--- src/sv/ntpcal_pkg.sv ---
`default_nettype none

package ntpcal_pkg;

  // field widths
  localparam int unsigned NtpW    = 32;
  localparam int unsigned YearW   = 12;
  localparam int unsigned MonthW  = 4;
  localparam int unsigned DayW    = 5;
  localparam int unsigned HourW   = 5;
  localparam int unsigned MinuteW = 6;
  localparam int unsigned SecondW = 6;
  localparam int unsigned TzW     = 5;
  localparam int unsigned OutW    = 40;

  localparam logic [NtpW-1:0] NtpUnixOffset = 32'd2208988800;
  localparam logic [16:0]     SecsPerDay    = 17'd86400;
  localparam logic [16:0]     SecsPerHour   = 17'd3600;
  localparam logic [16:0]     SecsPerMin    = 17'd60;
  localparam logic [YearW-1:0] EpochYear    = 12'd1970;
  // 1970 taken modulo 4, 100 and 400
  localparam logic [1:0]      EpochMod4     = 2'd2;
  localparam logic [6:0]      EpochMod100   = 7'd70;
  localparam logic [8:0]      EpochMod400   = 9'd370;
  localparam logic [MonthW-1:0] LastMonth   = 4'd11;
  localparam logic [TzW-1:0]  TzReset       = 5'd8;

  // reciprocals rounded up: ceil(2^35 / 675), ceil(2^21 / 225), ceil(2^14 / 15)
  localparam logic [25:0] DayRecip  = 26'd50903317;
  localparam logic [13:0] HourRecip = 14'd9321;
  localparam logic [10:0] MinRecip  = 11'd1093;

  localparam logic DayLastStep    = 1'b1;
  localparam logic HourLastStep   = 1'b1;
  localparam logic MinuteLastStep = 1'b1;

  typedef enum logic [2:0] {
    ST_IDLE,
    ST_ADJ,
    ST_DAY,
    ST_HOUR,
    ST_MIN,
    ST_YEAR,
    ST_MONTH,
    ST_DONE
  } ntpcal_state_e;

  typedef struct packed {
    logic       load;
    logic       adjust;
    logic       day_step;
    logic       hour_step;
    logic       min_step;
    logic       year_step;
    logic       month_step;
    logic       out_load;
    logic       step_idx;
  } ntpcal_cmd_t;

  typedef struct packed {
    logic year_done;
    logic month_done;
  } ntpcal_status_t;

  // month index from 0
  function automatic logic [4:0] month_len(input logic [MonthW-1:0] month, input logic leap);
    logic [4:0] len;
    unique case (month)
      4'd0:    len = 5'd31;
      4'd1:    len = leap ? 5'd29 : 5'd28;
      4'd2:    len = 5'd31;
      4'd3:    len = 5'd30;
      4'd4:    len = 5'd31;
      4'd5:    len = 5'd30;
      4'd6:    len = 5'd31;
      4'd7:    len = 5'd31;
      4'd8:    len = 5'd30;
      4'd9:    len = 5'd31;
      4'd10:   len = 5'd30;
      default: len = 5'd31;
    endcase
    return len;
  endfunction

endpackage

`default_nettype wire

--- src/sv/ntpcal_dpath.sv ---
`default_nettype none

module ntpcal_dpath (
  input  wire logic                         clk_i,
  input  wire logic                         rst_ni,
  input  wire logic                         cfg_we_i,
  input  wire logic [ntpcal_pkg::TzW-1:0]   cfg_wdata_i,
  input  wire logic [ntpcal_pkg::NtpW-1:0]  ntp_seconds_i,
  input  wire ntpcal_pkg::ntpcal_cmd_t      cmd_i,
  output ntpcal_pkg::ntpcal_status_t        status_o,
  output logic [ntpcal_pkg::OutW-1:0]       result_o
);
  import ntpcal_pkg::*;

  logic signed [TzW-1:0] tz_q, tz_d;
  logic [NtpW-1:0]    t_q, t_d;
  logic [16:0]        rem_q, rem_d;
  logic [15:0]        days_q, days_d;
  logic [HourW-1:0]   hour_q, hour_d;
  logic [MinuteW-1:0] min_q, min_d;
  logic [YearW-1:0]   year_q, year_d;
  logic [1:0]         y4_q, y4_d;
  logic [6:0]         y100_q, y100_d;
  logic [8:0]         y400_q, y400_d;
  logic [MonthW-1:0]  month_q, month_d;

  logic [YearW-1:0]   out_year_q, out_year_d;
  logic [MonthW-1:0]  out_month_q, out_month_d;
  logic [DayW-1:0]    out_day_q, out_day_d;
  logic [HourW-1:0]   out_hour_q, out_hour_d;
  logic [MinuteW-1:0] out_min_q, out_min_d;
  logic [SecondW-1:0] out_sec_q, out_sec_d;

  logic signed [16:0] tz_secs;
  logic [NtpW-1:0]    t_adj;
  logic [50:0]        day_prod;
  logic [16:0]        day_mul;
  logic [25:0]        hour_prod;
  logic [16:0]        hour_mul;
  logic [19:0]        min_prod;
  logic [16:0]        min_mul;
  logic               leap;
  logic [8:0]         ylen;
  logic [4:0]         mlen;

  assign tz_secs  = 17'(tz_q) * 17'sd3600;
  assign t_adj    = t_q + 32'(tz_secs);

  // quotients by reciprocal multiplication: 86400 = 128 * 675, 3600 = 16 * 225, 60 = 4 * 15
  assign day_prod  = 51'(t_q[31:7]) * 51'(DayRecip);
  assign day_mul   = 17'(days_q) * SecsPerDay;
  assign hour_prod = 26'(rem_q[16:4]) * 26'(HourRecip);
  assign hour_mul  = 17'(hour_q) * SecsPerHour;
  assign min_prod  = 20'(rem_q[11:2]) * 20'(MinRecip);
  assign min_mul   = 17'(min_q) * SecsPerMin;

  assign leap = (y4_q == 2'd0) && ((y100_q != 7'd0) || (y400_q == 9'd0));
  assign ylen = leap ? 9'd366 : 9'd365;
  assign mlen = month_len(month_q, leap);

  assign status_o.year_done  = days_q < 16'(ylen);
  assign status_o.month_done = (month_q == LastMonth) || (days_q < 16'(mlen));

  always_comb begin
    tz_d        = tz_q;
    t_d         = t_q;
    rem_d       = rem_q;
    days_d      = days_q;
    hour_d      = hour_q;
    min_d       = min_q;
    year_d      = year_q;
    y4_d        = y4_q;
    y100_d      = y100_q;
    y400_d      = y400_q;
    month_d     = month_q;
    out_year_d  = out_year_q;
    out_month_d = out_month_q;
    out_day_d   = out_day_q;
    out_hour_d  = out_hour_q;
    out_min_d   = out_min_q;
    out_sec_d   = out_sec_q;

    if (cfg_we_i) begin
      tz_d = cfg_wdata_i;
    end

    if (cmd_i.load) begin
      t_d     = ntp_seconds_i - NtpUnixOffset;
      year_d  = EpochYear;
      y4_d    = EpochMod4;
      y100_d  = EpochMod100;
      y400_d  = EpochMod400;
      month_d = '0;
    end

    if (cmd_i.adjust) begin
      t_d = t_adj;
    end

    // day count first, then the second of the day from it
    if (cmd_i.day_step) begin
      if (!cmd_i.step_idx) begin
        days_d = day_prod[50:35];
      end else begin
        rem_d = t_q[16:0] - day_mul;
      end
    end

    if (cmd_i.hour_step) begin
      if (!cmd_i.step_idx) begin
        hour_d = hour_prod[25:21];
      end else begin
        rem_d = rem_q - hour_mul;
      end
    end

    if (cmd_i.min_step) begin
      if (!cmd_i.step_idx) begin
        min_d = min_prod[19:14];
      end else begin
        rem_d = rem_q - min_mul;
      end
    end

    if (cmd_i.year_step) begin
      days_d = days_q - 16'(ylen);
      year_d = year_q + 12'd1;
      y4_d   = y4_q + 2'd1;
      y100_d = (y100_q == 7'd99) ? 7'd0 : y100_q + 7'd1;
      y400_d = (y400_q == 9'd399) ? 9'd0 : y400_q + 9'd1;
    end

    if (cmd_i.month_step) begin
      days_d  = days_q - 16'(mlen);
      month_d = month_q + 4'd1;
    end

    if (cmd_i.out_load) begin
      out_year_d  = year_q;
      out_month_d = month_q + 4'd1;
      out_day_d   = days_q[DayW-1:0] + 5'd1;
      out_hour_d  = hour_q;
      out_min_d   = min_q;
      out_sec_d   = rem_q[SecondW-1:0];
    end
  end

  always_ff @(posedge clk_i or negedge rst_ni) begin
    if (!rst_ni) begin
      tz_q <= TzReset;
    end else begin
      tz_q <= tz_d;
    end
  end

  always_ff @(posedge clk_i) begin
    t_q         <= t_d;
    rem_q       <= rem_d;
    days_q      <= days_d;
    hour_q      <= hour_d;
    min_q       <= min_d;
    year_q      <= year_d;
    y4_q        <= y4_d;
    y100_q      <= y100_d;
    y400_q      <= y400_d;
    month_q     <= month_d;
    out_year_q  <= out_year_d;
    out_month_q <= out_month_d;
    out_day_q   <= out_day_d;
    out_hour_q  <= out_hour_d;
    out_min_q   <= out_min_d;
    out_sec_q   <= out_sec_d;
  end

  assign result_o = {2'b00, out_sec_q, out_min_q, out_hour_q, out_day_q, out_month_q,
                     out_year_q};

endmodule

`default_nettype wire

--- src/sv/ntpcal_ctrl.sv ---
`default_nettype none

module ntpcal_ctrl (
  input  wire logic                    clk_i,
  input  wire logic                    rst_ni,
  input  wire logic                    s_axis_tvalid,
  output logic                         s_axis_tready,
  output logic                         m_axis_tvalid,
  input  wire logic                    m_axis_tready,
  input  wire ntpcal_pkg::ntpcal_status_t status_i,
  output ntpcal_pkg::ntpcal_cmd_t      cmd_o
);
  import ntpcal_pkg::*;

  ntpcal_state_e state_q, state_d;
  logic          cnt_q, cnt_d;
  logic          out_valid_q, out_valid_d;

  // next state
  always_comb begin
    state_d = state_q;
    cnt_d   = cnt_q;
    unique case (state_q)
      ST_IDLE: begin
        if (s_axis_tvalid) begin
          state_d = ST_ADJ;
        end
      end
      ST_ADJ: begin
        state_d = ST_DAY;
        cnt_d   = '0;
      end
      ST_DAY: begin
        if (cnt_q == DayLastStep) begin
          state_d = ST_HOUR;
          cnt_d   = '0;
        end else begin
          cnt_d = cnt_q + 1'b1;
        end
      end
      ST_HOUR: begin
        if (cnt_q == HourLastStep) begin
          state_d = ST_MIN;
          cnt_d   = '0;
        end else begin
          cnt_d = cnt_q + 1'b1;
        end
      end
      ST_MIN: begin
        if (cnt_q == MinuteLastStep) begin
          state_d = ST_YEAR;
          cnt_d   = '0;
        end else begin
          cnt_d = cnt_q + 1'b1;
        end
      end
      ST_YEAR: begin
        if (status_i.year_done) begin
          state_d = ST_MONTH;
        end
      end
      ST_MONTH: begin
        if (status_i.month_done) begin
          state_d = ST_DONE;
        end
      end
      ST_DONE: begin
        if (!out_valid_q || m_axis_tready) begin
          state_d = ST_IDLE;
        end
      end
      default: state_d = ST_IDLE;
    endcase
  end

  // outputs
  always_comb begin
    cmd_o          = '0;
    cmd_o.step_idx = cnt_q;
    s_axis_tready  = 1'b0;
    unique case (state_q)
      ST_IDLE: begin
        s_axis_tready = 1'b1;
        cmd_o.load    = s_axis_tvalid;
      end
      ST_ADJ:   cmd_o.adjust    = 1'b1;
      ST_DAY:   cmd_o.day_step  = 1'b1;
      ST_HOUR:  cmd_o.hour_step = 1'b1;
      ST_MIN:   cmd_o.min_step  = 1'b1;
      ST_YEAR:  cmd_o.year_step  = !status_i.year_done;
      ST_MONTH: cmd_o.month_step = !status_i.month_done;
      ST_DONE:  cmd_o.out_load   = !out_valid_q || m_axis_tready;
      default: ;
    endcase
  end

  always_comb begin
    out_valid_d = out_valid_q;
    if (cmd_o.out_load) begin
      out_valid_d = 1'b1;
    end else if (m_axis_tready) begin
      out_valid_d = 1'b0;
    end
  end

  assign m_axis_tvalid = out_valid_q;

  always_ff @(posedge clk_i or negedge rst_ni) begin
    if (!rst_ni) begin
      state_q     <= ST_IDLE;
      cnt_q       <= '0;
      out_valid_q <= 1'b0;
    end else begin
      state_q     <= state_d;
      cnt_q       <= cnt_d;
      out_valid_q <= out_valid_d;
    end
  end

  a_no_overwrite: assert property (@(posedge clk_i) disable iff (!rst_ni)
    cmd_o.out_load |-> (!out_valid_q || m_axis_tready))
    else $error("result register overwritten before transfer");

  a_accept_starts: assert property (@(posedge clk_i) disable iff (!rst_ni)
    (s_axis_tvalid && s_axis_tready) |=> (state_q == ST_ADJ))
    else $error("accepted item did not start conversion");

  a_day_len: assert property (@(posedge clk_i) disable iff (!rst_ni)
    (state_q == ST_DAY && cnt_q == DayLastStep) |=> (state_q == ST_HOUR))
    else $error("day division did not finish after its last step");

  a_hour_len: assert property (@(posedge clk_i) disable iff (!rst_ni)
    (state_q == ST_HOUR && cnt_q == HourLastStep) |=> (state_q == ST_MIN))
    else $error("hour split did not finish after its last step");

  a_month_walk: assert property (@(posedge clk_i) disable iff (!rst_ni)
    (state_q == ST_MONTH && !status_i.month_done) |=> (state_q == ST_MONTH))
    else $error("month walk left early");

endmodule

`default_nettype wire

--- src/sv/ntp_seconds_to_calendar_top.sv ---
// conversion time: grows with Y + M, Y = whole years since 1970
//   (0..136), M = whole months into the final year (0..11); Y + M never exceeds 146
// items: converted one at a time, a new one only after the last has finished its year and
//   month walk; the next item is taken while a result still waits
// reset: asynchronous active low; clears control and sets timezone_hours to +8
`default_nettype none

module ntp_seconds_to_calendar_top (
  input  wire logic                         clk_i,
  input  wire logic                         rst_ni,
  // configuration: timezone_hours, signed, whole hours
  input  wire logic                         cfg_we_i,
  input  wire logic [ntpcal_pkg::TzW-1:0]   cfg_wdata_i,
  // input stream
  input  wire logic                         s_axis_tvalid,
  output logic                              s_axis_tready,
  input  wire logic [ntpcal_pkg::NtpW-1:0]  s_axis_tdata,  // [31:0] ntp_seconds
  // output stream
  output logic                              m_axis_tvalid,
  input  wire logic                         m_axis_tready,
  // [11:0] year, [15:12] month, [20:16] day, [25:21] hour,
  // [31:26] minute, [37:32] second, [39:38] zero
  output logic [ntpcal_pkg::OutW-1:0]       m_axis_tdata
);
  import ntpcal_pkg::*;

  ntpcal_cmd_t    cmd;
  ntpcal_status_t status;

  // sequencer: load, timezone add, day division, h/m/s split, year and month walk
  ntpcal_ctrl u_ctrl (
    .clk_i         (clk_i),
    .rst_ni        (rst_ni),
    .s_axis_tvalid (s_axis_tvalid),
    .s_axis_tready (s_axis_tready),
    .m_axis_tvalid (m_axis_tvalid),
    .m_axis_tready (m_axis_tready),
    .status_i      (status),
    .cmd_o         (cmd)
  );

  // arithmetic, leap rule counters, config register and result register
  ntpcal_dpath u_dpath (
    .clk_i         (clk_i),
    .rst_ni        (rst_ni),
    .cfg_we_i      (cfg_we_i),
    .cfg_wdata_i   (cfg_wdata_i),
    .ntp_seconds_i (s_axis_tdata),
    .cmd_i         (cmd),
    .status_o      (status),
    .result_o      (m_axis_tdata)
  );

endmodule

`default_nettype wire

--- config.mk ---
export PLATFORM = sky130hd
export DESIGN_NAME = ntp_seconds_to_calendar_top
export DESIGN_NICKNAME = d
export VERILOG_FILES = /design/src/sv/ntpcal_pkg.sv /design/src/sv/ntpcal_dpath.sv /design/src/sv/ntpcal_ctrl.sv /design/src/sv/ntp_seconds_to_calendar_top.sv
export SDC_FILE = /design/constraint.sdc
export NUM_CORES = 1
export LEC_CHECK = 0
export BUFFER_PORTS_ARGS = -buffer_cell sky130_fd_sc_hd__buf_2
export CAP_MARGIN = 10
export CORE_UTILIZATION = 40
export DETAILED_ROUTE_END_ITERATION = 8
export SLEW_MARGIN = 20
export SYNTH_ARGS = -nofsm -noshare
export SYNTH_HDL_FRONTEND = slang
export SYNTH_SLANG_ARGS = --single-unit
export TNS_END_PERCENT = 30
--- constraint.sdc ---
create_clock -name clk_i -period 15.8 [get_ports clk_i]
set_input_delay 2.37 -clock clk_i [delete_from_list [all_inputs] [get_ports clk_i]]
set_output_delay 2.37 -clock clk_i [all_outputs]
set_load 0.01 [all_outputs]
==> metrics.md <==
| Metric | Value |
|---|---|
| Reg power frac | `41.0%` |
| Setup CP Type | `reg -> reg` |
| Initial antenna violation count | `0` |
| Area grow syn2layout | `8.05%` |
| Slew headroom | `31.5%` |
| Postcts setup bufs | `0` |
| Slowest CP cell | `edfxtp_1` |
| Post-DRT Antenna Nets | `0` |
| Critical Path Source Type | `register` |
| Dominant cells by area after synthesis | `ha_1 28%, fa_1 20%, edfxtp_1 16%, inv_1 8.2%, xnor2_1 3.3%` |
| Filler instances | `5,931` |
| RR Endpoint | `u_dpath.days_q[15]` |
| Worst hold endpoint | `u_dpath.out_sec_q[0]` |
| Worst-path clk slew | `0.08 ns` |
| Setup slack at placement | `8.48 ns` |
| Die W | `252 µm` |
| Initial Util | `40.5%` |
| Maxcap violations | `0` |
| Pwr Density | `40.9 nW/µm²` |
| Arrival time worst endpoint | `7.43 ns` |
| Post-Route Utilization | `43.7%` |
| Max frequency | `138 MHz` |
| Top FF cell, synth | `edfxtp_1` |
| Hold Vio Cnt, Final | `0` |
| VDD IR max | `0.0849 mV` |
| Gpl congestion | `0.918` |
| GRT Residual Overflow | `0` |
| Combinational power share | `19.8%` |
| Root buffer cell | `clkbuf_16` |
| Hold Path Depth | `0` |
| Commonest cells in the netlist | `557 x ha_1, 543 x inv_1, 247 x fa_1` |
| CTS tree | `yes` |
| Clock buffer depth | `2` |
| Worst-Skew Late Latency | `0.48 ns` |
| Non-filler cells, final | `3,477` |
| 1st-iter DRT viols | `822` |
| Critical path fanouts, max | `13` |
| Die extent in y | `252 µm` |
| Distinct cell type count after synthesis | `90` |
| Setup Viol. Count Final | `0` |
| Routed wire per std cell | `17.1 µm` |
| I/O pins | `84` |
| LEAKAGE | `0.0137 µW` |
| Core area | `61,600 µm²` |
| Seq. cell area | `4550 µm²` |
| RSZ-0062 raised after global routing | `no` |
| Switching part of the total power | `30.2%` |
| Num CTS Buffers | `17` |
| Number of flops mapped to enable cells by yosys | `133` |
| GRT Total Usage | `19.3%` |
| Clk network pwr share | `39.2%` |
| Cell with the most instances after synthesis | `ha_1` |
| CP most frequent cell | `inv_1` |
| Cells after Synth | `2,552` |
| Clock Skews | `0.0176 ns` |
| Worst hold path type | `reg -> reg` |
| Slew @ Worst Pin | `1.03 ns` |
| Sequential area share after synthesis | `18.2%` |
| Worst R2R Path Depth | `24` |
| Yosys top cell area share | `28.0%` |
| DRT Pass-1 Iters | `5` |
| Final HPWL DP | `49,700 µm` |
| Flop-to-flop setup slack | `8.55 ns` |
| Post-Syn Area per Cell | `9.77 µm²` |
| Synth area leader | `ha_1` |
| PortBufs | `81` |
| Critical Path RT | `15.98 ns` |
| Slowest stage delay, CP | `0.82 ns` |
| Vias in the first global route | `18,400` |
| Net switching power | `333 µW` |
| Clock tree sinks | `158` |
| FP Rows | `91` |
| Final Max Slew Viols | `0` |
| Largest net degree at the start of global routing | `42` |
| Tot Pwr | `1100 µW` |
| Vias/cell | `5.10` |
| Yosys reg bits | `158` |
| Post-route clock period utilization | `45.9%` |
| Via count | `17,700` |
| Status | `completed` |
| Post-cts resize count | `0` |
| Global-route wire length before repair | `95,700 µm` |
| Final net count | `3,473` |
| H-tree levels | `4` |
| CTS Hold Bufs | `0` |
| Reg2Reg Launch Point | `u_dpath.t_q[12]` |
| Netlist area before placement | `24,900 µm²` |
| Die area | `63,300 µm²` |
| Post-synth ARST share | `6.33%` |
| Inst Count DP | `3,445` |
| Fin crit period | `7.25 ns` |
| TNS Setup | `0 ns` |
| Setup crit end kind | `register` |
| Setup ws final | `8.55 ns` |
| Syn. warnings | `0` |
| Int Power | `768 µW` |
| Residual DRC | `0` |
| Ratio of cells with drive above 1 in the final layout | `6.10%` |
| ANT cells | `0` |
| Post-Route WL | `59,500 µm` |
| Area of the multi-input gates | `18,200 µm²` |
| Worst path cell trace | `inv_1 > ha_1 > inv_1 > fa_1 > ha_1 > inv_1 > fa_1 > inv_1 > fa_1 > fa_1 > inv_1 > fa_1 > inv_1 > ha_1 > a211oi_1 > o21ai_1 > and4bb_1 > a2111oi_2 > o21ai_1 > a31oi_2 > a221o_1 > a21oi_2 > xnor2_1 > a31oi_1` |
==> power groups by stage <==
stage / sequential, µW / clock (µW) / combinational (µW)
floorplan: 460 / 0 / 164
global placement: 460 / 0 / 207
detailed placement: 461 / 0 / 215
CTS: 451 / 444 / 217
global route: 451 / 458 / 242
finish: 451 / 431 / 218
==> cell usage in the layout, fill, tap and decap left out, types with 12 or more instances in the layout <==
| master | count |
|---|---|
| nor2_1 | 114 |
| o21ai_0 | 79 |
| xnor2_1 | 93 |
| ha_1 | 557 |
| fa_1 | 247 |
| edfxtp_1 | 133 |
| nand2b_1 | 21 |
| o21bai_1 | 17 |
| nand2_1 | 114 |
| nor2b_1 | 15 |
| a21oi_1 | 139 |
| buf_2 | 81 |
| a211oi_1 | 12 |
| nand3_1 | 36 |
| inv_1 | 543 |
| clkbuf_16 | 17 |
| xor2_1 | 65 |
| or3_1 | 18 |
| o211ai_1 | 16 |
| nand4_1 | 16 |
| a21o_1 | 39 |
| dfxtp_1 | 15 |
| nor3_1 | 31 |
==> worst max-delay path, delay by kind of cell (launching register included) <==
| family | cells | cell delay, ns |
|---|---|---|
| adder cells (fa/ha/maj) | 8 | 3.45 |
| AO/OA/AOI/OAI | 8 | 1.77 |
| buffers and inverters | 6 | 0.51 |
| XOR/XNOR | 1 | 0.15 |
| AND/OR/NAND/NOR | 1 | 0.24 |
| flip-flops | 1 | 0.82 |
==> how the worst max path moves through the flow <==
| stage | start | endpoint | slack (ns) | cells past startpoint |
|---|---|---|---|---|
| after global routing | u_dpath.t_q[12] | u_dpath.days_q[15] | 8.13 | 24 |
| after floorplan | u_dpath.t_q[12] | u_dpath.days_q[15] | 9.49 | 24 |
| after CTS | u_dpath.t_q[12] | u_dpath.days_q[15] | 8.47 | 24 |
| final | u_dpath.t_q[12] | u_dpath.days_q[15] | 8.55 | 24 |
| after global placement | u_dpath.t_q[12] | u_dpath.days_q[9] | 8.63 | 24 |
| after detailed placement | u_dpath.t_q[12] | u_dpath.days_q[15] | 8.48 | 24 |
==> metal layers <==
layer,share of wire (%),wire (µm),vias to the layer above,global-route usage [%]
met2,48,28500,300,32.6
li1,-,-,8729,-
met4,2.8,1660,0,6.10
met5,0,0,-,0
met3,3.4,2030,77,3.34
met1,46,27300,8627,25.0
==> cell families after synthesis <==
family	Yosys count	synth area share, %
buffers and inverters	581	8.85
other	1	0.0150
AND/OR/NAND/NOR	419	8.11
flip-flops	158	18.2
AO/OA/AOI/OAI	422	11.1
multiplexers	9	0.377
XOR/XNOR	158	5.55
adder cells (fa/ha/maj)	804	47.8
==> state kept, by name, summed over array words and instances (netlist names), 6 cells and up, named ones only <==
name and cells:
u_dpath.y400_q 9, u_dpath.out_min_q 6, u_dpath.rem_q 15, u_dpath.out_sec_q 6, u_dpath.out_year_q 12, u_dpath.y100_q 7
u_dpath.year_q 12, u_dpath.days_q 16, u_dpath.min_q 6, u_dpath.t_q 32
==> stage by stage <==
stage	hold slack, ns	instance area (µm²)
final	0.442	26900
after global routing	0.466	26900
after CTS	0.446	26900
after detailed placement	0.455	26300
after global placement	0.441	26300
after floorplan	0.426	24900
==> layout make-up <==
cell class / count / area share [%]
tap: 837 / 3.89
timing repair buffer: 92 / 1.81
clock inverter: 14 / 0.632
multi-input combinational: 1814 / 67.6
clock buffer: 18 / 1.59
inverter: 544 / 7.59
sequential: 158 / 16.9
No activity file was read; power rests on OpenSTA's default activity.
